File: config.mk
export PLATFORM = sky130hd
export DESIGN_NAME = modbus_rtu_master_transaction
export DESIGN_NICKNAME = d
export VERILOG_FILES = /design/src/rtl/mbrm_pkg.sv /design/src/rtl/mbrm_rxbuf.sv /design/src/rtl/modbus_rtu_master_transaction.sv
export SDC_FILE = /design/constraint.sdc
export NUM_CORES = 1
export LEC_CHECK = 0
export BUFFER_PORTS_ARGS = -buffer_cell sky130_fd_sc_hd__buf_2
export CORE_MARGIN = 3
export CORE_UTILIZATION = 65
export CTS_CLUSTER_DIAMETER = 40
export DETAILED_ROUTE_END_ITERATION = 8
export PLACE_DENSITY = 0.83
export RECOVER_POWER = 25
export REMOVE_ABC_BUFFERS = 1
export SLEW_MARGIN = 10
export SYNTH_ARGS = -nofsm -noshare
export SYNTH_HDL_FRONTEND = slang
export SYNTH_SLANG_ARGS = --single-unit
File: constraint.sdc
create_clock -name i_clk -period 7.06 [get_ports i_clk]
set_clock_uncertainty 0.15 [all_clocks]
set_input_delay 0 -clock i_clk [delete_from_list [all_inputs] [get_ports i_clk]]
set_output_delay 0 -clock i_clk [all_outputs]
set_load 0.02 [all_outputs]
File: src/rtl/mbrm_pkg.sv
// Shared types, codes and the CRC-16/Modbus byte update for the Modbus RTU master.
// No dependencies.
`timescale 1ns / 1ps

package mbrm_pkg;

    typedef enum logic [8:0] {
        S_IDLE  = 9'b000000001,
        S_SEND  = 9'b000000010,
        S_SCAN  = 9'b000000100,
        S_CHECK = 9'b000001000,
        S_WHI   = 9'b000010000,
        S_WLO   = 9'b000100000,
        S_WEMIT = 9'b001000000,
        S_DONE  = 9'b010000000,
        S_TOUT  = 9'b100000000
    } t_state;

    // input operations
    localparam logic [1:0] OP_READ   = 2'd0;
    localparam logic [1:0] OP_WRITE  = 2'd1;
    localparam logic [1:0] OP_RXBYTE = 2'd2;
    localparam logic [1:0] OP_TICK   = 2'd3;

    // result kinds
    localparam logic [1:0] KIND_TX   = 2'd0;
    localparam logic [1:0] KIND_WORD = 2'd1;
    localparam logic [1:0] KIND_DONE = 2'd2;

    // done status
    localparam logic [1:0] ST_ACK   = 2'd0;
    localparam logic [1:0] ST_EXC   = 2'd1;
    localparam logic [1:0] ST_NOANS = 2'd2;

    // function codes
    localparam logic [7:0] FC_READ     = 8'h03;
    localparam logic [7:0] FC_WRITE    = 8'h06;
    localparam logic [7:0] FC_WRITE_SP = 8'h09;
    localparam logic [7:0] EXC_MARK_HI = 8'h80;
    localparam logic [7:0] EXC_MARK_LO = 8'h01;

    // config register indexes
    localparam logic [1:0] CFG_GAP     = 2'd0;
    localparam logic [1:0] CFG_TIMEOUT = 2'd1;
    localparam logic [1:0] CFG_RETRY   = 2'd2;
    localparam logic [1:0] CFG_SPECIAL = 2'd3;

    localparam logic [4:0] MAX_WORDS = 5'd29;

    function automatic logic [15:0] crc_byte(input logic [15:0] c, input logic [7:0] b);
        logic [15:0] r;
        r = c ^ {8'h00, b};
        for (int k = 0; k < 8; k++) begin
            r = r[0] ? ((r >> 1) ^ 16'hA001) : (r >> 1);
        end
        return r;
    endfunction

endpackage

File: src/rtl/mbrm_rxbuf.sv
// Receive byte buffer: one write port, one registered read port.
// Uses no package.
`timescale 1ns / 1ps

module mbrm_rxbuf #(
    parameter int DEPTH = 64,
    parameter int AW    = 6
) (
    input  logic          i_clk,
    input  logic          i_we,
    input  logic [AW-1:0] i_waddr,
    input  logic [7:0]    i_wdata,
    input  logic [AW-1:0] i_raddr,
    output logic [7:0]    o_rdata
);
    logic [7:0] r_mem [DEPTH];
    logic [7:0] r_rdata;

    always_ff @(posedge i_clk) begin
        if (i_we) begin
            r_mem[i_waddr] <= i_wdata;
        end
        r_rdata <= r_mem[i_raddr];
    end

    assign o_rdata = r_rdata;
endmodule

File: src/rtl/modbus_rtu_master_transaction.sv
// Modbus RTU master transaction engine, top level.
// Depends on mbrm_pkg and mbrm_rxbuf.
`timescale 1ns / 1ps

// Usage: one input word at a time. A start emits the 8 request bytes (CRC low
// byte first), one per cycle when the output is not stalled; the CRC is
// updated a byte per cycle alongside them. A received byte is taken without
// leaving idle. A tick passes through the timeout state; when it ends a frame,
// the receive buffer is CRC-scanned (one memory read per byte), then each read
// data word is read back from the same single port. Results wait in one
// output register; input stall is high while an item is being worked on.
// Config writes are always ready.
module modbus_rtu_master_transaction #(
    parameter int RX_BUF_BYTES = 64
) (
    input  logic        i_clk,
    input  logic        i_rst_n,
    input  logic        i_valid,
    output logic        o_stall,
    input  logic [1:0]  i_operation,
    input  logic [7:0]  i_slave_address,
    input  logic [15:0] i_register_address,
    input  logic [15:0] i_value_or_count,
    input  logic [7:0]  i_rx_byte,
    output logic        o_valid,
    input  logic        i_stall,
    output logic [1:0]  o_kind,
    output logic [7:0]  o_tx_byte,
    output logic [15:0] o_data_word,
    output logic [4:0]  o_word_offset,
    output logic [1:0]  o_status,
    output logic [7:0]  o_exception_code,
    output logic        o_last,
    input  logic        i_cfg_valid,
    output logic        o_cfg_ready,
    input  logic [1:0]  i_cfg_index,
    input  logic [15:0] i_cfg_data
);
    import mbrm_pkg::*;

    localparam int AW = $clog2(RX_BUF_BYTES);
    localparam int FW = $clog2(RX_BUF_BYTES + 1);

    // config
    logic [15:0] r_gap_ticks, r_timeout;
    logic [3:0]  r_retry_limit;
    logic [7:0]  r_special;

    // transaction state
    t_state      r_state;
    logic [FW-1:0] r_fill, r_len, r_cnt;
    logic [15:0] r_gap, r_wait_timer, r_crc;
    logic [3:0]  r_attempts;
    logic        r_wait, r_rcv;
    logic [7:0]  r_slave, r_func;
    logic [15:0] r_reg, r_val;
    logic [2:0]  r_sidx;
    logic [7:0]  r_b0, r_b1, r_b2, r_b3, r_b5, r_hi;
    logic [4:0]  r_words, r_widx;
    logic [1:0]  r_status;
    logic [7:0]  r_exc;

    // output register
    logic        r_out_valid, r_out_last;
    logic [1:0]  r_out_kind, r_out_status;
    logic [7:0]  r_out_tx, r_out_exc;
    logic [15:0] r_out_word;
    logic [4:0]  r_out_off;

    logic          w_accept, w_slot, w_we, w_emit;
    logic [AW-1:0] w_raddr;
    logic [7:0]    w_rdata, w_tx;
    logic [6:0]    w_hi_idx, w_lo_idx;
    logic [15:0]   w_gap_inc, w_wait_inc;
    logic [FW-1:0] w_scan_idx, w_avail;
    logic [7:0]    w_cnt_min;
    logic          w_fmatch;

    assign w_accept  = i_valid && !o_stall;
    assign w_slot    = !r_out_valid || !i_stall;
    // a result is loaded into the output register this cycle
    assign w_emit    = w_slot && ((r_state == S_SEND) || (r_state == S_WEMIT) ||
                                  (r_state == S_DONE));
    assign w_we      = w_accept && (i_operation == OP_RXBYTE) &&
                       (r_fill < FW'(RX_BUF_BYTES));
    assign w_hi_idx  = {1'b0, r_widx, 1'b0} + 7'd3;
    assign w_lo_idx  = {1'b0, r_widx, 1'b0} + 7'd4;
    assign w_raddr   = (r_state == S_SCAN) ? r_cnt[AW-1:0] :
                       (r_state == S_WHI)  ? AW'(w_hi_idx) : AW'(w_lo_idx);
    assign w_gap_inc  = (r_gap == 16'hFFFF) ? r_gap : r_gap + 16'd1;
    assign w_wait_inc = (r_wait_timer == 16'hFFFF) ? r_wait_timer : r_wait_timer + 16'd1;
    assign w_scan_idx = r_cnt - FW'(1);
    assign w_avail    = (r_len >= FW'(5)) ? ((r_len - FW'(5)) >> 1) : '0;
    assign w_cnt_min  = ({1'b0, r_b2[7:1]} < 8'(w_avail)) ? {1'b0, r_b2[7:1]} : 8'(w_avail);
    assign w_fmatch   = (r_func == FC_READ) ? (r_b1 == FC_READ) :
                        (r_b1 == FC_WRITE || r_b1 == FC_WRITE_SP);

    always_comb begin
        case (r_sidx)
            3'd0:    w_tx = r_slave;
            3'd1:    w_tx = r_func;
            3'd2:    w_tx = r_reg[15:8];
            3'd3:    w_tx = r_reg[7:0];
            3'd4:    w_tx = r_val[15:8];
            3'd5:    w_tx = r_val[7:0];
            3'd6:    w_tx = r_crc[7:0];
            default: w_tx = r_crc[15:8];
        endcase
    end

    mbrm_rxbuf #(.DEPTH(RX_BUF_BYTES), .AW(AW)) u_rxbuf (
        .i_clk   (i_clk),
        .i_we    (w_we),
        .i_waddr (r_fill[AW-1:0]),
        .i_wdata (i_rx_byte),
        .i_raddr (w_raddr),
        .o_rdata (w_rdata)
    );

    // config port
    always_ff @(posedge i_clk) begin
        if (!i_rst_n) begin
            r_gap_ticks   <= 16'd4;
            r_timeout     <= 16'd50;
            r_retry_limit <= 4'd3;
            r_special     <= 8'd0;
        end else if (i_cfg_valid) begin
            unique case (i_cfg_index)
                CFG_GAP:     r_gap_ticks   <= i_cfg_data;
                CFG_TIMEOUT: r_timeout     <= i_cfg_data;
                CFG_RETRY:   r_retry_limit <= i_cfg_data[3:0];
                CFG_SPECIAL: r_special     <= i_cfg_data[7:0];
                default:     r_gap_ticks   <= r_gap_ticks;
            endcase
        end
    end

    // output valid: set on load, cleared once taken
    always_ff @(posedge i_clk) begin
        if (!i_rst_n) begin
            r_out_valid <= 1'b0;
        end else if (w_emit) begin
            r_out_valid <= 1'b1;
        end else if (!i_stall) begin
            r_out_valid <= 1'b0;
        end
    end

    // main sequencer
    always_ff @(posedge i_clk) begin
        if (!i_rst_n) begin
            r_state      <= S_IDLE;
            r_fill       <= '0;
            r_gap        <= '0;
            r_wait_timer <= '0;
            r_attempts   <= '0;
            r_wait       <= 1'b0;
            r_rcv        <= 1'b0;
            r_slave      <= '0;
            r_func       <= '0;
            r_reg        <= '0;
            r_val        <= '0;
        end else begin
            unique case (r_state)
                S_IDLE: begin
                    if (w_accept) begin
                        unique case (i_operation)
                            OP_READ, OP_WRITE: begin
                                if (!r_wait) begin
                                    r_slave    <= i_slave_address;
                                    r_reg      <= i_register_address;
                                    r_val      <= i_value_or_count;
                                    r_func     <= (i_operation == OP_READ) ? FC_READ :
                                                  (i_slave_address == r_special) ?
                                                  FC_WRITE_SP : FC_WRITE;
                                    r_attempts <= 4'd1;
                                    r_wait     <= 1'b1;
                                    r_sidx     <= '0;
                                    r_crc      <= 16'hFFFF;
                                    r_state    <= S_SEND;
                                end
                            end
                            OP_RXBYTE: begin
                                if (r_fill < FW'(RX_BUF_BYTES)) begin
                                    r_fill <= r_fill + FW'(1);
                                end
                                r_gap <= '0;
                                r_rcv <= 1'b1;
                            end
                            default: begin
                                if (r_rcv && (w_gap_inc >= r_gap_ticks)) begin
                                    // frame end
                                    r_len  <= r_fill;
                                    r_fill <= '0;
                                    r_rcv  <= 1'b0;
                                    r_gap  <= '0;
                                    if (r_wait) begin
                                        r_wait_timer <= '0;
                                    end
                                    if (r_wait && (r_fill >= FW'(4))) begin
                                        r_cnt   <= '0;
                                        r_crc   <= 16'hFFFF;
                                        r_state <= S_SCAN;
                                    end else begin
                                        r_state <= S_TOUT;
                                    end
                                end else begin
                                    if (r_rcv) begin
                                        r_gap <= w_gap_inc;
                                    end
                                    r_state <= S_TOUT;
                                end
                            end
                        endcase
                    end
                end
                S_SEND: begin
                    if (w_slot) begin
                        r_out_kind   <= KIND_TX;
                        r_out_tx     <= w_tx;
                        r_out_word   <= '0;
                        r_out_off    <= '0;
                        r_out_status <= ST_ACK;
                        r_out_exc    <= '0;
                        r_out_last   <= (r_sidx == 3'd7);
                        if (r_sidx < 3'd6) begin
                            r_crc <= crc_byte(r_crc, w_tx);
                        end
                        r_sidx <= r_sidx + 3'd1;
                        if (r_sidx == 3'd7) begin
                            r_wait_timer <= '0;
                            r_state      <= S_IDLE;
                        end
                    end
                end
                S_SCAN: begin
                    // data for index r_cnt-1 arrives this cycle
                    if (r_cnt != '0) begin
                        r_crc <= crc_byte(r_crc, w_rdata);
                        if (w_scan_idx == FW'(0)) r_b0 <= w_rdata;
                        if (w_scan_idx == FW'(1)) r_b1 <= w_rdata;
                        if (w_scan_idx == FW'(2)) r_b2 <= w_rdata;
                        if (w_scan_idx == FW'(3)) r_b3 <= w_rdata;
                        if (w_scan_idx == FW'(5)) r_b5 <= w_rdata;
                    end
                    if (r_cnt == r_len) begin
                        r_state <= S_CHECK;
                    end else begin
                        r_cnt <= r_cnt + FW'(1);
                    end
                end
                S_CHECK: begin
                    if (r_crc == '0 && r_b0 == r_slave && w_fmatch) begin
                        r_wait <= 1'b0;
                        r_widx <= '0;
                        if (r_b2 == EXC_MARK_HI && r_b3 == EXC_MARK_LO) begin
                            r_status <= ST_EXC;
                            r_exc    <= (r_len >= FW'(6)) ? r_b5 : 8'd0;
                            r_state  <= S_DONE;
                        end else begin
                            r_status <= ST_ACK;
                            r_exc    <= '0;
                            if (r_func == FC_READ) begin
                                r_words <= (w_cnt_min > 8'(MAX_WORDS)) ? MAX_WORDS :
                                           w_cnt_min[4:0];
                                r_state <= (w_cnt_min != 8'd0) ? S_WHI : S_DONE;
                            end else begin
                                r_state <= S_DONE;
                            end
                        end
                    end else begin
                        r_state <= S_TOUT;
                    end
                end
                S_WHI: r_state <= S_WLO;
                S_WLO: begin
                    r_hi    <= w_rdata;
                    r_state <= S_WEMIT;
                end
                S_WEMIT: begin
                    if (w_slot) begin
                        r_out_kind   <= KIND_WORD;
                        r_out_tx     <= '0;
                        r_out_word   <= {r_hi, w_rdata};
                        r_out_off    <= r_widx;
                        r_out_status <= ST_ACK;
                        r_out_exc    <= '0;
                        r_out_last   <= 1'b0;
                        r_widx       <= r_widx + 5'd1;
                        r_state      <= (r_widx + 5'd1 == r_words) ? S_DONE : S_WHI;
                    end
                end
                S_DONE: begin
                    if (w_slot) begin
                        r_out_kind   <= KIND_DONE;
                        r_out_tx     <= '0;
                        r_out_word   <= '0;
                        r_out_off    <= '0;
                        r_out_status <= r_status;
                        r_out_exc    <= r_exc;
                        r_out_last   <= 1'b1;
                        r_state      <= S_IDLE;
                    end
                end
                S_TOUT: begin
                    if (r_wait && (w_wait_inc >= r_timeout)) begin
                        if (r_attempts >= r_retry_limit) begin
                            r_wait       <= 1'b0;
                            r_wait_timer <= '0;
                            r_status     <= ST_NOANS;
                            r_exc        <= '0;
                            r_state      <= S_DONE;
                        end else begin
                            r_wait_timer <= w_wait_inc;
                            r_attempts   <= r_attempts + 4'd1;
                            r_sidx       <= '0;
                            r_crc        <= 16'hFFFF;
                            r_state      <= S_SEND;
                        end
                    end else begin
                        if (r_wait) begin
                            r_wait_timer <= w_wait_inc;
                        end
                        r_state <= S_IDLE;
                    end
                end
                default: r_state <= S_IDLE;
            endcase
        end
    end

    assign o_stall          = (r_state != S_IDLE);
    assign o_cfg_ready      = 1'b1;
    assign o_valid          = r_out_valid;
    assign o_kind           = r_out_kind;
    assign o_tx_byte        = r_out_tx;
    assign o_data_word      = r_out_word;
    assign o_word_offset    = r_out_off;
    assign o_status         = r_out_status;
    assign o_exception_code = r_out_exc;
    assign o_last           = r_out_last;

`ifndef NO_ASSERTIONS
    a_fill_bound: assert property (@(posedge i_clk) disable iff (!i_rst_n)
        r_fill <= FW'(RX_BUF_BYTES))
        else $error("receive fill past buffer depth");
    a_send_waits: assert property (@(posedge i_clk) disable iff (!i_rst_n)
        (r_state == S_SEND) |-> r_wait)
        else $error("request sent while not waiting for reply");
    a_word_range: assert property (@(posedge i_clk) disable iff (!i_rst_n)
        (r_state == S_WEMIT) |-> (r_widx < r_words))
        else $error("data word index past word count");
`endif
endmodule

# Yosys cells after proc, flatten, opt, wreduce, memory -nomap -nowiden
# Memories as Yosys holds them, arrays and structs flattened. A register that Yosys moved wholly into a read port is not among the register bits.
# Index checks and enable logic that the tools add are counted.
[totals]
ff_bits = 290
mem_bits_rw = 512
input_bits = 73
out_inout_bits = 45
wordCells = 356
mem_count = 1
[memory_table]
columns = ["memory", "words", "word_bits", "read_ports", "rd_ports_with_merged_regs", "wr", "line", "rtl"]
rows = [
  ["u_rxbuf.r_mem", 64, 8, 1, 1, 1, "mbrm_rxbuf.sv:16", "logic [7:0] r_mem [DEPTH];"],
]
[op_classes]
addsub = 11
order_cmp = 10
n_eq_ne = 67
n_mux = 137
bitwise = 22
n_reduce_logical = 71
[ops]
columns = ["operator", "n"]
rows = [
  ["$mux 16", 40],
  ["$mux 8", 13],
  ["$mux 9", 11],
  ["$pmux 16 s2", 3],
  ["$pmux 9 s9", 1],
  ["$pmux 16 s4", 1],
  ["$mux 7", 8],
  ["$pmux 8 s7", 1],
  ["$not 2->3", 16],
  ["$pmux 16 s3", 1],
  ["$pmux 8 s2", 3],
  ["$reduce_and 4->1", 12],
  ["$add 16x1->16 const B", 2],
  ["$eq 16x16->1 const B", 2],
  ["$ge 16x16->1", 2],
  ["$xor 16x8->16", 2],
  ["$ne 2x2->1 const B", 15],
  ["$mux 4", 7],
  ["$pmux 7 s2", 2],
  ["$reduce_and 5->1", 5],
  ["$reduce_and 8->1", 3],
  ["$ge 7x3->1 const B", 3],
  ["$mux 5", 4],
  ["$ne 2x1->1 const B", 10],
  ["other kinds (72)", 151],
]

# Logic depth before layout (Yosys ltp)
[logic_depth]
ltp_word = 22
mapped_depth = 18
mapped_depth_nobuf = 17

# By module
# Synthesis repeated with hierarchy kept, for this count alone.
[hier_totals]
cells_unflattened = 2524
hier_area_um2 = 34968.5
[modules_own_cells]
columns = ["module", "n_inst", "cells_each", "area_per_inst_um2", "seq_area_each_um2"]
rows = [
  ["mbrm_rxbuf", 1, 995, 20302.0, 15534.9],
  ["modbus_rtu_master_transaction", 1, 1529, 14666.6, 7156.9],
]

# Worst setup path before layout
# OpenSTA, ideal clock, no wires.
[synth_timing]
kind = "reg-to-reg"
start = "reg r_gap[3]"
end = "reg r_crc[0] (enable)"
t_arrival_ns = 4.215
required_time_ns = 6.522
slack_ns = 2.307
stages_incl_launch_ff = 16
path_cell_list = "dfxtp_1 clkbuf_1 nand4_1 nor4_1 nand4_1 nand3_1 nor2_1 and4_1 xor2_1 ha_1 nand4_1 nor3_1 a21oi_1 nor3_1 o31ai_1 nor2_1"
[synth_via]
elab_chain_len = 6
word_cells_on_any_way = 7
[synth_lines]
columns = ["item", "line", "rtl"]
rows = [
  ["start: declaration", "modbus_rtu_master_transaction.sv:52", "logic [15:0] r_gap, r_wait_timer, r_crc;"],
  ["start signal: assignment", "modbus_rtu_master_transaction.sv:209", "r_gap <= w_gap_inc;"],
  ["$add 16x1->16 or $eq 16x16->1 (tied branches)", "modbus_rtu_master_transaction.sv:90", "assign w_gap_inc = (r_gap == 16'hFFFF) ? r_gap : r_gap + 16'd1;"],
  ["$mux 16 (*)", "modbus_rtu_master_transaction.sv:90", ""],
  ["$ge 16x16->1 (*)", "modbus_rtu_master_transaction.sv:191", "if (r_rcv && (w_gap_inc >= r_gap_ticks)) begin"],
  ["$logic_and 1x1->1 (*)", "modbus_rtu_master_transaction.sv:191", ""],
  ["$ne 3x2->1 (no source line) (*)", "n/a", ""],
  ["$reduce_and 12->1 (no source line) (*)", "n/a", ""],
  ["end signal: assignment", "modbus_rtu_master_transaction.sv:227", "r_crc <= crc_byte(r_crc, w_tx);"],
  ["end signal: assignment", "modbus_rtu_master_transaction.sv:239", "r_crc <= crc_byte(r_crc, w_rdata);"],
  ["end: declaration", "modbus_rtu_master_transaction.sv:52", ""],
]
# Every way passes the cells marked *; elsewhere a longest branch is shown, timed or not.
# A chain may end at the register's enable or synchronous reset.

# Worst setup path in the final report
[layout_timing]
start = "reg r_wait_timer[3]"
end = "reg r_exc[7] (enable)"
[layout_via]
elab_chain_len = 6
word_cells_on_any_way = 7
[layout_lines]
columns = ["item", "line", "rtl"]
rows = [
  ["start: declaration", "modbus_rtu_master_transaction.sv:52", ""],
  ["start signal: assignment", "modbus_rtu_master_transaction.sv:314", "r_wait_timer <= w_wait_inc;"],
  ["start signal: assignment", "modbus_rtu_master_transaction.sv:322", "r_wait_timer <= w_wait_inc;"],
  ["$add 16x1->16 or $eq 16x16->1 (tied branches)", "modbus_rtu_master_transaction.sv:91", "assign w_wait_inc = (r_wait_timer == 16'hFFFF) ? r_wait_timer : r_wait_timer + 16'd1;"],
  ["$mux 16 (*)", "modbus_rtu_master_transaction.sv:91", ""],
  ["$ge 16x16->1 (*)", "modbus_rtu_master_transaction.sv:306", "if (r_wait && (w_wait_inc >= r_timeout)) begin"],
  ["$logic_and 1x1->1 (*)", "modbus_rtu_master_transaction.sv:306", ""],
  ["$ne 2x2->1 (no source line) (*)", "n/a", ""],
  ["$reduce_and 5->1 (no source line) (*)", "n/a", ""],
  ["end signal: assignment", "modbus_rtu_master_transaction.sv:258", "r_exc <= (r_len >= FW'(6)) ? r_b5 : 8'd0;"],
  ["end: declaration", "modbus_rtu_master_transaction.sv:61", "logic [7:0] r_exc;"],
]
# Marks and branches as above.

==> reports/summary.txt <==
status - finished, violations left
failing checks - capacitance limit, slew limit
asr flop ratio synth - 0
PwrDens - 275 nW/um^2
largest net degree at the start of global routing - 88
Synth-to-Final Area Change - 17.3%
WS Path Type - register to register
Initial Util - 0.663
share of the synthesized area in the top cell type - 0.560
hold crit path type - input pin to register
first-pass GRT wire length - 138000 um
drt wl/cell - 25.2 um
R2R depth - 15
worst ir drop on vdd - 0.234 mV
fin crit period - 5.59 ns
Fin Hold WS - 0.0497 ns
CP max stage delay - 0.94 ns
Post-Layout Inst Area - 41200 sq um
number of global-route vias before repair - 23700
Worst-path clk slew - 0.06 ns
Root Buffer - clkbuf_16
delay-heaviest family, CP - compound AO/OA/AOI/OAI gates
top post-synthesis cells by area - edfxtp_1 (56%), dfxtp_1 (8.6%), mux2i_1 (7.9%)
Largest register FFs - 512
Fmax achieved - 179 MHz
vias - 23500
synthesized area - 35100 sq um
sequential standard cell area - 22700 sq um
crit start category - register
number of synthesized flops with an enable pin - 655
Post-DP Area - 36300 sq um
Static Leak - 15.8 nW
ys flop type - edfxtp_1
CP Capture Type - register
Worst path depth - 15
RSZ-0062 raised after global routing - false
WP data required - 7.29 ns
Starting DRT DRC Count - 2990
fin. max-slew vios - 390
Synth top cells by count - edfxtp_1 (655), mux2i_1 (277), nand2_1 (230)
clk sink count - 806
layout cells sized above 1 - 0.144
Hold Vio Cnt, Final - 0
post-synth cell types - 85
Placer Congestion - 0.901
Post-CTS Resized - 0
Residual DRC - 0
post-detail-place hpwl - 51800 um
CP arrival - 5.83 ns
Avg Inst Size Synth - 13.8 sq um
post-CTS setup buffer count - 0
sequential-to-total area share from yosys stat - 0.646
crit share post-route - 0.792
Yosys Warn Count - 0
crit path buf inv count - 1
Remaining Overflow, GRT - 0
most common cell in the synthesized netlist - edfxtp_1
Top Ports - 118
Max Buffers Root-to-Sink - 3
Buffers on Ports - 116
CTS tree - done
area of the multi-input gates - 11700 sq um
Max Fanout on Critical Path - 11
antenna violation net count after detailed routing - 0
die footprint - 56900 sq um
Critical-path top delay cell - a21oi_1
Nets - 2954
worst-skew pair later-pin latency - 0.65 ns
Row Count - 84
Worst-Margin Slew - 3.33 ns
Rel. slew slack - -1.22
GRT Util Overall - 0.320
#FFs+latches synth - 806
final WL - 90500 um
setup tns final - 0 ns
area leader, netlist - edfxtp_1
Worst path most repeated cell - a21o_1
Chip Height - 239 um
final setup violation count - 0
vias per inst - 6.52
fillers - 2848
hold path cells - 4
maximum level of the CTS H-tree - 3
initial antenna violation count - 12
Num CTS Buffers - 97
cell breakdown of the critical path - and4_1 > nand4_1 > nor4_1 > nand3_1 > xnor2_1 > ha_1 > nand2b_1 > a21o_1 > a21o_1 > a21o_1 > a211oi_1 > o21ai_0 > a21oi_1 > nor3_1 > buf_4
Die W - 239 um
router iterations before antenna repair - 9
Synth Instances - 2538
Core Region - 53000 sq um
Biggest register - u_rxbuf.r_mem
max-cap violations - 6
layout by cell type (no fill, tap or decap), types with 11 or more instances in the layout:
master,count
dfxtp_1,151
ha_1,62
buf_2,112
nand3_1,46
edfxtp_1,655
nor2_1,169
nand2_1,230
dlygate4sd3_1,154
bufinv_16,14
a21o_1,29
a21oi_1,139
o21ai_0,44
mux2i_1,277
clkinv_1,11
and3_1,12
nor4_1,17
inv_1,59
and4_1,11
buf_4,20
clkinvlp_4,14
mux2_2,18
and2_1,56
nand2b_1,22
mux4_2,63
xnor2_1,60
nor3_1,32
a22oi_1,42
nand4_1,17
xor2_1,37
clkbuf_16,98
clkbuf_1,18
power breakdown:
part / total (mW) / switching, mW / internal (mW)
Combinational: 0.902 / 0.560 / 0.342
Clock: 5.14 / 2.04 / 3.10
Sequential: 5.29 / 0.0734 / 5.22
routing by layer:
| metal | track usage | vias up | wire length (um) |
|---|---|---|---|
| met1 | 0.389 | 11300 | 32600 |
| met2 | 0.527 | 1520 | 43500 |
| met5 | 0 | - | 56 |
| met4 | 0.171 | 8 | 5790 |
| met3 | 0.0870 | 492 | 8600 |
| li1 | - | 10100 | - |
area by class of cell:
type	count	area share
inverter	62	0.00573
antenna	9	0.000546
clock inverter	74	0.0213
tap	688	0.0209
sequential	806	0.550
timing repair buffer	298	0.0569
clock buffer	107	0.0603
multi-input combinational	1554	0.284
what timing repair did:
item,CTS,global route
endpoints found under the setup margin,0,0
hold endpoints to repair,504,0
hold buffers,154,0
logic make-up (layout without fill, tap and decap cells):
| family | after synthesis | count (layout) | share of synthesized area |
|---|---|---|---|
| adder cells (fa/ha/maj) | 62 | 62 | 0.0221 |
| AND/OR/NAND/NOR | 679 | 679 | 0.0931 |
| flip-flops | 806 | 806 | 0.646 |
| multiplexers | 359 | 359 | 0.125 |
| XOR/XNOR | 100 | 100 | 0.0261 |
| other | 1 | 10 | 0.000107 |
| AO/OA/AOI/OAI | 353 | 353 | 0.0653 |
| buffers and inverters | 178 | 541 | 0.0221 |
path summary, 6_finish.rpt:
check / slack [ns] / endpoint / startpoint
min: 0.05 / r_gap_ticks[15]$_SDFFE_PN0P_ / i_cfg_data[15]
max: 1.47 / r_exc[7]$_SDFFCE_PP0P_ / r_wait_timer[3]$_SDFFE_PN0P_
min reg2reg: 0.31 / r_val[6]$_SDFFE_PN0P_ / r_val[6]$_SDFFE_PN0P_
max reg2reg: 1.47 / r_exc[7]$_SDFFCE_PP0P_ / r_wait_timer[3]$_SDFFE_PN0P_
worst min-delay path: cells and delay by family:
| family | cells | cell delay [ns] |
|---|---|---|
| buf+inv | 2 | 0.66 |
| simple gates | 1 | 0.07 |
| compound gates | 1 | 0.06 |
per-stage QoR:
| step | worst slack, ns | util | total power, mW | cells |
|---|---|---|---|---|
| 3_5_place_dp | 1.75 | 0.685 | 6.12 | 3253 |
| 5_1_grt | 1.02 | 0.778 | 11.6 | 3595 |
| 2_1_floorplan | -13.55 | - | 5.84 | 2422 |
| 6_report | 1.47 | 0.778 | 11.3 | 3598 |
| 4_1_cts | 1.69 | 0.778 | 11.3 | 3588 |
| 3_3_place_gp | 2.05 | 0.685 | 6.09 | 3253 |
(Power assumes the default switching activity.)
